### src/sv/blp_pkg.sv
// ----------------------------------------------------------------------------
// blp_pkg
// Shared types for the line point generator: request and result beats,
// controller state and the controller/datapath command and status groups.
// ----------------------------------------------------------------------------
package blp_pkg;

  localparam int unsigned FIELD_BITS = 6;

  typedef struct packed {
    logic [FIELD_BITS-1:0] start_x;
    logic [FIELD_BITS-1:0] start_y;
    logic [FIELD_BITS-1:0] end_x;
    logic [FIELD_BITS-1:0] end_y;
  } req_t;

  typedef struct packed {
    logic [FIELD_BITS-1:0] point_index;
    logic [FIELD_BITS-1:0] point_value;
    logic                  last_point;
  } res_t;

  typedef enum logic [1:0] {
    ST_IDLE,
    ST_EMIT_END,
    ST_WALK
  } state_t;

  typedef struct packed {
    logic load;
    logic step;
    logic sel_end;
  } ctrl_cmd_t;

  typedef struct packed {
    logic at_end;
    logic next_at_end;
  } ctrl_stat_t;

endpackage

### src/sv/blp_datapath.sv
// ----------------------------------------------------------------------------
// blp_datapath
// Position, end point, deltas, step directions and error term of the walk;
// one Bresenham step per step command, result point selected by the controller.
// ----------------------------------------------------------------------------
module blp_datapath import blp_pkg::*; #(
  parameter int unsigned COORD_BITS = 6
) (
  input  logic       clk,
  input  req_t       request,
  input  ctrl_cmd_t  cmd,
  output ctrl_stat_t stat,
  output logic [FIELD_BITS-1:0] out_x,
  output logic [FIELD_BITS-1:0] out_y
);

  localparam int unsigned EW = COORD_BITS + 2;

  logic [COORD_BITS-1:0] x, y, ex, ey, dx, dy;
  logic                  sx, sy;
  logic signed [EW-1:0]  err;

  logic [COORD_BITS-1:0] lx, ly, lex, ley, ldx, ldy;
  logic signed [EW:0]    e2;
  logic signed [EW:0]    dx_s, dy_s;
  logic                  move_x, move_y;
  logic [COORD_BITS-1:0] x_next, y_next;
  logic signed [EW-1:0]  err_next;

  assign lx  = request.start_x[COORD_BITS-1:0];
  assign ly  = request.start_y[COORD_BITS-1:0];
  assign lex = request.end_x[COORD_BITS-1:0];
  assign ley = request.end_y[COORD_BITS-1:0];
  assign ldx = (lex > lx) ? lex - lx : lx - lex;
  assign ldy = (ley > ly) ? ley - ly : ly - ley;

  assign e2   = {err, 1'b0};
  assign dx_s = $signed({3'b000, dx});
  assign dy_s = $signed({3'b000, dy});

  always_comb begin
    move_x   = e2 > -dy_s;
    move_y   = e2 < dx_s;
    x_next   = x;
    y_next   = y;
    err_next = err;
    if (move_x) begin
      x_next   = sx ? x + 1'b1 : x - 1'b1;
      err_next = err_next - $signed(dy_s[EW-1:0]);
    end
    if (move_y) begin
      y_next   = sy ? y + 1'b1 : y - 1'b1;
      err_next = err_next + $signed(dx_s[EW-1:0]);
    end
  end

  always_ff @(posedge clk) begin
    if (cmd.load) begin
      x   <= lx;
      y   <= ly;
      ex  <= lex;
      ey  <= ley;
      dx  <= ldx;
      dy  <= ldy;
      sx  <= lx < lex;
      sy  <= ly < ley;
      err <= $signed({2'b00, ldx}) - $signed({2'b00, ldy});
    end else if (cmd.step) begin
      x   <= x_next;
      y   <= y_next;
      err <= err_next;
    end
  end

  assign stat.at_end      = (x == ex) && (y == ey);
  assign stat.next_at_end = (x_next == ex) && (y_next == ey);

  assign out_x = FIELD_BITS'(cmd.sel_end ? ex : x);
  assign out_y = FIELD_BITS'(cmd.sel_end ? ey : y);

endmodule

### src/sv/blp_ctrl.sv
// ----------------------------------------------------------------------------
// blp_ctrl
// Run sequencer: end point beat first, then one walk beat per cycle until
// the step that reaches the end point.
// ----------------------------------------------------------------------------
module blp_ctrl import blp_pkg::*; (
  input  logic       clk,
  input  logic       rst,
  input  logic       start,
  input  ctrl_stat_t stat,
  output ctrl_cmd_t  cmd,
  output logic       busy,
  output logic       strobe,
  output logic       last
);

  state_t state, state_next;

  always_ff @(posedge clk) begin
    if (rst) begin
      state <= ST_IDLE;
    end else begin
      state <= state_next;
    end
  end

  always_comb begin
    state_next = state;
    case (state)
      ST_IDLE: begin
        if (start) state_next = ST_EMIT_END;
      end
      ST_EMIT_END: begin
        state_next = stat.at_end ? ST_IDLE : ST_WALK;
      end
      ST_WALK: begin
        if (stat.next_at_end) state_next = ST_IDLE;
      end
      default: state_next = ST_IDLE;
    endcase
  end

  always_comb begin
    cmd    = '0;
    busy   = 1'b1;
    strobe = 1'b0;
    last   = 1'b0;
    case (state)
      ST_IDLE: begin
        busy     = 1'b0;
        cmd.load = start;
      end
      ST_EMIT_END: begin
        strobe      = 1'b1;
        cmd.sel_end = 1'b1;
        last        = stat.at_end;
      end
      ST_WALK: begin
        strobe   = 1'b1;
        cmd.step = 1'b1;
        last     = stat.next_at_end;
      end
      default: busy = 1'b0;
    endcase
  end

  // walk never shows the end point itself
  a_walk_not_end: assert property (@(posedge clk) disable iff (rst)
    state == ST_WALK |-> !stat.at_end)
    else $error("walk reached end point");

  a_last_ends_run: assert property (@(posedge clk) disable iff (rst)
    strobe && last |=> state == ST_IDLE)
    else $error("run continued after last beat");

  a_run_needs_start: assert property (@(posedge clk) disable iff (rst)
    state == ST_EMIT_END |-> $past(start) && $past(state) == ST_IDLE)
    else $error("run began without a request");

  a_end_first: assert property (@(posedge clk) disable iff (rst)
    state == ST_WALK |-> $past(state) == ST_EMIT_END || $past(state) == ST_WALK)
    else $error("walk began before end point beat");

endmodule

### src/sv/bresenham_line_points.sv
// ----------------------------------------------------------------------------
// bresenham_line_points
// A request with a start and an end point gives a run of result beats: the
// end point first, then every point of the Bresenham walk from the start
// toward the end, excluding the end point. last_point flags the final beat.
// A run of N = 1 + max(|dx|, |dy|) beats follows the accepting edge with one
// beat per cycle, the first in the cycle right after; busy drops after the
// last beat. Results carry no backpressure: each beat is on the result port
// for one cycle with strobe high and must be taken then.
// Coordinates use their low COORD_BITS bits only.
// ----------------------------------------------------------------------------
module bresenham_line_points import blp_pkg::*; #(
  parameter int unsigned COORD_BITS = 6
) (
  input  logic clk,
  input  logic rst,
  input  logic start,
  output logic busy,
  input  req_t request,
  output logic strobe,
  output res_t result
);

  ctrl_cmd_t             cmd;
  ctrl_stat_t            stat;
  logic                  last;
  logic [FIELD_BITS-1:0] out_x, out_y;

  blp_ctrl u_ctrl (
    .clk    (clk),
    .rst    (rst),
    .start  (start),
    .stat   (stat),
    .cmd    (cmd),
    .busy   (busy),
    .strobe (strobe),
    .last   (last)
  );

  blp_datapath #(.COORD_BITS(COORD_BITS)) u_datapath (
    .clk     (clk),
    .request (request),
    .cmd     (cmd),
    .stat    (stat),
    .out_x   (out_x),
    .out_y   (out_y)
  );

  assign result.point_index = out_x;
  assign result.point_value = out_y;
  assign result.last_point  = last;

endmodule

### config.mk
export PLATFORM = sky130hd
export DESIGN_NAME = bresenham_line_points
export DESIGN_NICKNAME = d
export VERILOG_FILES = /design/src/sv/blp_pkg.sv /design/src/sv/blp_datapath.sv /design/src/sv/blp_ctrl.sv /design/src/sv/bresenham_line_points.sv
export SDC_FILE = /design/constraint.sdc
export NUM_CORES = 1
export LEC_CHECK = 0
export ABC_AREA = 1
export CORE_MARGIN = 4
export CORE_UTILIZATION = 45
export DETAILED_ROUTE_END_ITERATION = 6
export DONT_BUFFER_PORTS = 1
export GPL_TIMING_DRIVEN = 0
export PLACE_DENSITY = 0.59
export SLEW_MARGIN = 0
export SYNTH_ARGS = -nofsm -noshare
export SYNTH_HDL_FRONTEND = slang
export SYNTH_SLANG_ARGS = --single-unit
### constraint.sdc
create_clock -name clk -period 5.3 [get_ports clk]
set_input_delay 0.53 -clock clk [delete_from_list [all_inputs] [get_ports clk]]
set_output_delay 0.53 -clock clk [all_outputs]
set_load 0.02 [all_outputs]
## After elaboration in Yosys (flattened, before gate mapping)

Index checks and enable logic that the tools add are counted.

- Flip-flop bits (word level): 48
- Bits in latches: 0
- Memory bits (writable): 0
- Bits in read-only memories: 0
- Input port bits: 27
- Word-level logic and storage cells: 67
- Memories: 0

- Add/sub/neg operators: 12
- Multipliers: 0
- Divide/modulo/power cells: 0
- $lt $le $gt $ge: 6
- Eq/ne operators: 8
- Shift operators: 0
- Mux-type cells: 25
- Bitwise gates (word level): 0
- Reduce and logical (&&, ||, !) cells: 6

Operators with widths:

| operator | count |
|---|---|
| 6-bit 2-to-1 mux | 12 |
| 8-bit 2-to-1 mux | 4 |
| 6-bit == test | 4 |
| 6-bit subtractor | 4 |
| 6-bit by 1-bit adder with 6-bit output (second input constant) | 2 |
| 6-bit greater-than comparator | 2 |
| 6-bit < comparator | 2 |
| 6-bit by 1-bit subtractor with 6-bit output (second input constant) | 2 |
| 9-bit greater-than comparator | 1 |
| 9-bit by 7-bit < comparator with 1-bit output | 1 |
| 6-bit negation with 9-bit output | 1 |
| 8-bit by 7-bit adder with 8-bit output | 1 |
| 8-bit by 7-bit subtractor with 8-bit output | 1 |
| 6-bit by 6-bit subtractor with 7-bit output | 1 |
| 2-bit 2-to-1 mux | 3 |
| 2-bit case mux with 3 select lines | 1 |
| 1-bit 2-to-1 mux | 4 |
| 2-bit by 1-bit == test with 1-bit output (second input constant) | 1 |
| 2-bit == test (second input constant) | 1 |
| 1-bit logical AND | 2 |
| 2-bit logical NOT | 1 |
| 2-bit by 1-bit != test with 1-bit output (second input constant) | 1 |
| 2-bit != test (second input constant) | 1 |
| 1-bit case mux with 2 select lines | 1 |
| 3 further kinds | 3 |

## Depth between registers and ports, before layout

- Word-level depth: 7
- Depth in mapped cells: 30

## Hierarchy

From an unflattened synthesis, not the netlist that was laid out.

- Cell total of the unflattened synthesis: 682
- Area, all modules: 5247.5 um2

Modules (own cells, without submodules):

| module | instances | cells an instance | area an instance (um2) |
|---|---|---|---|
| blp_datapath | 1 | 650 | 5029.8 |
| blp_ctrl | 1 | 31 | 210.2 |
| bresenham_line_points | 1 | 1 | 7.5 |

## Worst setup path before layout

No wires, ideal clock.

- Path kind: register to register
- From: register u_datapath.dy[1]
- To: register u_datapath.err[6] (data pin)
- Setup time: 253 ps
- Arrival: 3724 ps
- Path slack: 1323 ps
- Stages on the path, launching flop included: 28
- Buffers on the path: 2
- Clock period less this slack: 3977 ps
- Cells stage by stage: edfxtp_1 > inv_1 > ha_1 > nand3_1 > xor2_1 > ha_1 > nand2_1 > inv_1 > nand2_1 > nand2_1 > nand2_1 > nand3_4 > nand2_4 > buf_6 > inv_1 > buf_2 > nand2_1 > o21ai_0 > ha_1 > fa_1 > a21o_1 > a21oi_1 > nor2_1 > o21ai_0 > nand2_1 > a22o_1 > nand3_1 > nand2_1

- Word-level cells in the longest chain between the ends: 7
- Elaborated cells between the ends (all ways): 8
- Those cells by class: 3 x add/sub; 1 x order compare; 4 x mux

RTL lines:

| element | line | source |
|---|---|---|
| start: declaration | blp_datapath.sv:19 | `logic [COORD_BITS-1:0] x, y, ex, ey, dx, dy;` |
| start signal: assignment | blp_datapath.sv:64 | `dy <= ldy;` |
| 6-bit negation with 9-bit output | blp_datapath.sv:42 | `move_x = e2 > -dy_s;` |
| 9-bit greater-than comparator | blp_datapath.sv:42 |  |
| 8-bit 2-to-1 mux (*) | blp_datapath.sv:47 | `if (move_x) begin` |
| 8-bit by 7-bit adder with 8-bit output | blp_datapath.sv:53 | `err_next = err_next + $signed(dx_s[EW-1:0]);` |
| 8-bit 2-to-1 mux (*) | blp_datapath.sv:51 | `if (move_y) begin` |
| 8-bit 2-to-1 mux (*) | blp_datapath.sv:68 | `end else if (cmd.step) begin` |
| 8-bit 2-to-1 mux (*) | blp_datapath.sv:58 | `if (cmd.load) begin` |
| end signal: assignment | blp_datapath.sv:67 | `err <= $signed({2'b00, ldx}) - $signed({2'b00, ldy});` |
| end signal: assignment | blp_datapath.sv:71 | `err <= err_next;` |
| end: declaration | blp_datapath.sv:21 | `logic signed [EW-1:0] err;` |

Mark *: on every way between the ends. The rest lies on a longest branch, timed or not. The select of a mux whose other input is x is not followed.
A chain may end at the register's enable or synchronous reset.

## Final worst setup path

- From: register u_datapath.dy[2]
- To: register u_datapath.err[6] (data pin)

Same word-level chain as after synthesis.

==> impl_results.md <==
- Result of the run: completed
- Psw: 1.67 mW
- Post-synth EDFFs: 46
- Fraction of final layout cells sized beyond drive strength 1: 0.0464
- Smallest setup slack after layout: 0.656 ns
- Buffer depth of the longest clock path: 2
- Synthesized-area fraction occupied by xor and xnor cells: 0.0671
- Number of global-route vias before repair: 4,348
- Die area: 0.0134 mm²
- Met1 Wirelength: 6300 µm
- Crit path time final: 4.64 ns
- Worst EP required: 5.35 ns
- Sum of routed wire length over all layers: 13,300 µm
- Count of hold buffers inserted by post-cts repair: 0
- Setup repair after global routing missed its margin: no
- Initial cell density of the core: 0.459
- Number of port buffers: 0
- Post-synth ARST share: 0
- Clock group share of total power: 0.096
- Final weighted congestion in routability-driven placement: 0.892
- Top-Level Pins: 42
- Total of flip-flops plus latches after synthesis: 48
- Mapped cell area: 0.00522 mm²
- Final global-route overflow total: 0
- Portion of synthesized cell area occupied by the leading cell type: 0.265
- Primary FF master, synth: sky130_fd_sc_hd__edfxtp_1
- Fin nets: 793
- Area growth syn-to-layout: 6.07%
- Fin. Hold Viols: 0
- Floorplan core area: 0.0114 mm²
- Synth Area in Compound Gates: 0.126
- Post-CTS Setup Inserts: 0
- Floorplan die height: 116 µm
- Global-route wire length before repair: 21,700 µm
- Critical path fanouts, max: 10
- CTS tree: yes
- Vias after detailed routing: 4,448
- Share of synthesized area occupied by flip-flops and latches: 0.272
- Distinct cell type count of the synthesized netlist: 44
- Sum of internal, switching and leakage power: 3.30 mW
- Placement Rows: 39
- Number of antenna repair diodes: 0
- CP startpoint kind: flop
- Number of standard cells after synthesis: 682
- Clock tree sinks: 48
- Pins Over Slew Limit: 0
- Sequential Power Share: 0.230
- Main combinational cell family by area after synthesis: simple AND/OR/NAND/NOR gates
- Post-cts repair resize count: 0
- Relative contribution of combinational cells to total power: 0.674
- Highest metal layer used by the detailed router: met4
- Syn Area/Cell: 7.65 µm²
- Met2 WL post-DR: 6200 µm
- H-tree depth: 2
- Crit share post-route: 0.876
- Met3 wire len: 577 µm
- Nets in the synthesized netlist: 786
- Number of detailed-routing iterations run before antenna repair: 5
- Area leader, netlist: sky130_fd_sc_hd__edfxtp_1
- Post-route clock skew: 0.00294 ns
- Internal power: 1.63 mW
- Total of fill cells in the finished design: 1,141
- Type of the tightest min-delay check: input pin to flop
- Worst setup path class: flop to flop
- Multi-input gate area in the final layout: 0.00327 mm²
- Setup violation total in the final timing report: 0
- Sequential cell area in the final layout: 0.00142 mm²
- Synth top cells by count: sky130_fd_sc_hd__nand2_1 (152), sky130_fd_sc_hd__inv_1 (122), sky130_fd_sc_hd__ha_1 (68), sky130_fd_sc_hd__o21ai_0 (51), sky130_fd_sc_hd__edfxtp_1 (46)
- Power density cells: 596 mW/mm²
- Worst setup EP type: flop
- Post-route DRC violation count: 0
- Clock edge transition at the registers on the reported setup and hold paths: 0.07 ns
- Pin count of the biggest net entering global routing: 36
- Dominant cell by count in the synthesized netlist: sky130_fd_sc_hd__nand2_1
- Post-synthesis adder-cell area fraction: 0.198
- Worst rel slew slack: 0.276
- Mux contribution to synthesized area: 0.00623
- Peak VDD IR: 0.000241 V
- Transition at the pin with the smallest max-transition slack: 1.08 ns
- Basic-gate share of the synthesized area counting and, or, nand and nor cells: 0.230
- Final cell utilization of the core: 0.487
- Violation count after the first detailed-routing iteration: 219
- Average wire per standard cell: 15.9 µm
- Number of maximum-capacitance violations: 0
- Cell types occupying the most area after synthesis: sky130_fd_sc_hd__edfxtp_1 (26%), sky130_fd_sc_hd__ha_1 (16%), sky130_fd_sc_hd__nand2_1 (11%), sky130_fd_sc_hd__inv_1 (8.8%), sky130_fd_sc_hd__o21ai_0 (4.9%)
- Minimum setup slack after placement: 0.676 ns
- Fmax: 215 MHz
- Antenna Nets Post-Route: 0
- Via count normalized by instance count: 5.34
- Number of warnings printed during yosys synthesis: 0
- Num CTS Buffers: 5
- Number of antenna violations at the first check in global routing: 0
- Switching part of the total power: 0.506
- Root buffer selected by CTS: sky130_fd_sc_hd__clkbuf_16
- Worst endpoint data arrival time: 4.69 ns
- Leak Pwr: 2.75 nW
- Tot GR Track Use: 0.208
- Detailed placer's ending HPWL: 10,700 µm
- Latest clock arrival within the worst-skew pair: 0.29 ns
- Summed negative setup slack over all endpoints: 0 ns
- Die width: 116 µm
[area by class of cell]
| cell class | count | share of cell area |
|---|---|---|
| Clock inverter | 1 | 0.000678 |
| Sequential cell | 48 | 0.257 |
| Inverter | 122 | 0.0827 |
| Clock buffer | 7 | 0.0240 |
| Buffer | 12 | 0.0129 |
| Tap cell | 143 | 0.0323 |
| Multi-Input combinational cell | 500 | 0.591 |
[layer usage]
metal | track usage | up-vias
met5 | 0 | -
met2 | 0.345 | 88
li1 | - | 2261
met1 | 0.285 | 2083
met3 | 0.0313 | 16
met4 | 0.0518 | 0
[cell families after synthesis]
| group | Yosys count |
|---|---|
| mux | 3 |
| buf+inv | 134 |
| xor+xnor | 40 |
| simple gates | 264 |
| fa+ha+maj | 77 |
| compound gates | 116 |
| flops | 48 |
[flip-flops by register name, indices dropped and copies added (netlist names)]
| name | count |
|---|---|
| u_datapath.err | 8 |
| u_datapath.dx | 6 |
| u_datapath.dy | 6 |
| u_datapath.ex | 6 |
| u_datapath.ey | 6 |
| u_datapath.x | 6 |
| u_datapath.y | 6 |
| u_ctrl.state | 2 |
| u_datapath.sx | 1 |
| u_datapath.sy | 1 |
[worst max-delay path, stage by stage, from the launching register on]
cell and delay (ns):
sky130_fd_sc_hd__edfxtp_1 0.45, sky130_fd_sc_hd__nor3_1 0.35, sky130_fd_sc_hd__nand3_1 0.18, sky130_fd_sc_hd__xor2_1 0.18, sky130_fd_sc_hd__ha_1 0.28, sky130_fd_sc_hd__nand2_1 0.08
sky130_fd_sc_hd__nor2_1 0.04, sky130_fd_sc_hd__a21oi_1 0.23, sky130_fd_sc_hd__nand2_4 0.15, sky130_fd_sc_hd__nand2_4 0.14, sky130_fd_sc_hd__buf_6 0.17, sky130_fd_sc_hd__inv_1 0.07
sky130_fd_sc_hd__buf_2 0.18, sky130_fd_sc_hd__nand2_1 0.07, sky130_fd_sc_hd__o21ai_0 0.13, sky130_fd_sc_hd__ha_1 0.24, sky130_fd_sc_hd__fa_1 0.40, sky130_fd_sc_hd__a21o_1 0.19
sky130_fd_sc_hd__a21oi_1 0.21, sky130_fd_sc_hd__nor2_1 0.06, sky130_fd_sc_hd__o21ai_0 0.18, sky130_fd_sc_hd__nand2_1 0.09, sky130_fd_sc_hd__a22o_1 0.20, sky130_fd_sc_hd__nand3_1 0.06
sky130_fd_sc_hd__nand2_1 0.06
[power groups by stage]
stage / Clock, mW / Sequential (mW) / Combinational, mW
after global placement: 0 / 0.764 / 2.16
after detailed placement: 0 / 0.765 / 2.21
after floorplan: 0 / 0.713 / 1.77
after CTS: 0.321 / 0.757 / 2.22
final: 0.317 / 0.760 / 2.22
after global routing: 0.336 / 0.777 / 2.54
[placed cells by master, fill, tap and decap left out, types with 7 or more instances in the layout]
| cell type | count |
|---|---|
| sky130_fd_sc_hd__nand2_1 | 152 |
| sky130_fd_sc_hd__inv_1 | 122 |
| sky130_fd_sc_hd__ha_1 | 68 |
| sky130_fd_sc_hd__o21ai_0 | 51 |
| sky130_fd_sc_hd__edfxtp_1 | 46 |
| sky130_fd_sc_hd__nand3_1 | 42 |
| sky130_fd_sc_hd__a21oi_1 | 40 |
| sky130_fd_sc_hd__nor2_1 | 28 |
| sky130_fd_sc_hd__xor2_1 | 25 |
| sky130_fd_sc_hd__xnor2_1 | 15 |
| sky130_fd_sc_hd__nand4_1 | 11 |
| sky130_fd_sc_hd__fa_1 | 9 |
| sky130_fd_sc_hd__nand3b_1 | 7 |
[through the flow]
| step | std cells | hold WS, ns | cell area (µm²) |
|---|---|---|---|
| after floorplan | 682 | 0.459 | 5220 |
| after global placement | 825 | 0.475 | 5400 |
| after detailed placement | 825 | 0.485 | 5400 |
| after CTS | 833 | 0.289 | 5540 |
| after global routing | 833 | 0.287 | 5540 |
| final | 833 | 0.294 | 5540 |
[worst paths after layout]
kind / from / endpoint / slack [ns] / depth (start not counted)
hold reg to reg: u_ctrl.state[0] / u_ctrl.state[0] / 0.49 / 2
setup reg to reg: u_datapath.dy[2] / u_datapath.err[6] / 0.66 / 24
hold / removal: rst / u_ctrl.state[0] / 0.29 / 1
setup / recovery: u_datapath.dy[2] / u_datapath.err[6] / 0.66 / 24
No activity file was read; power rests on OpenSTA's default activity.
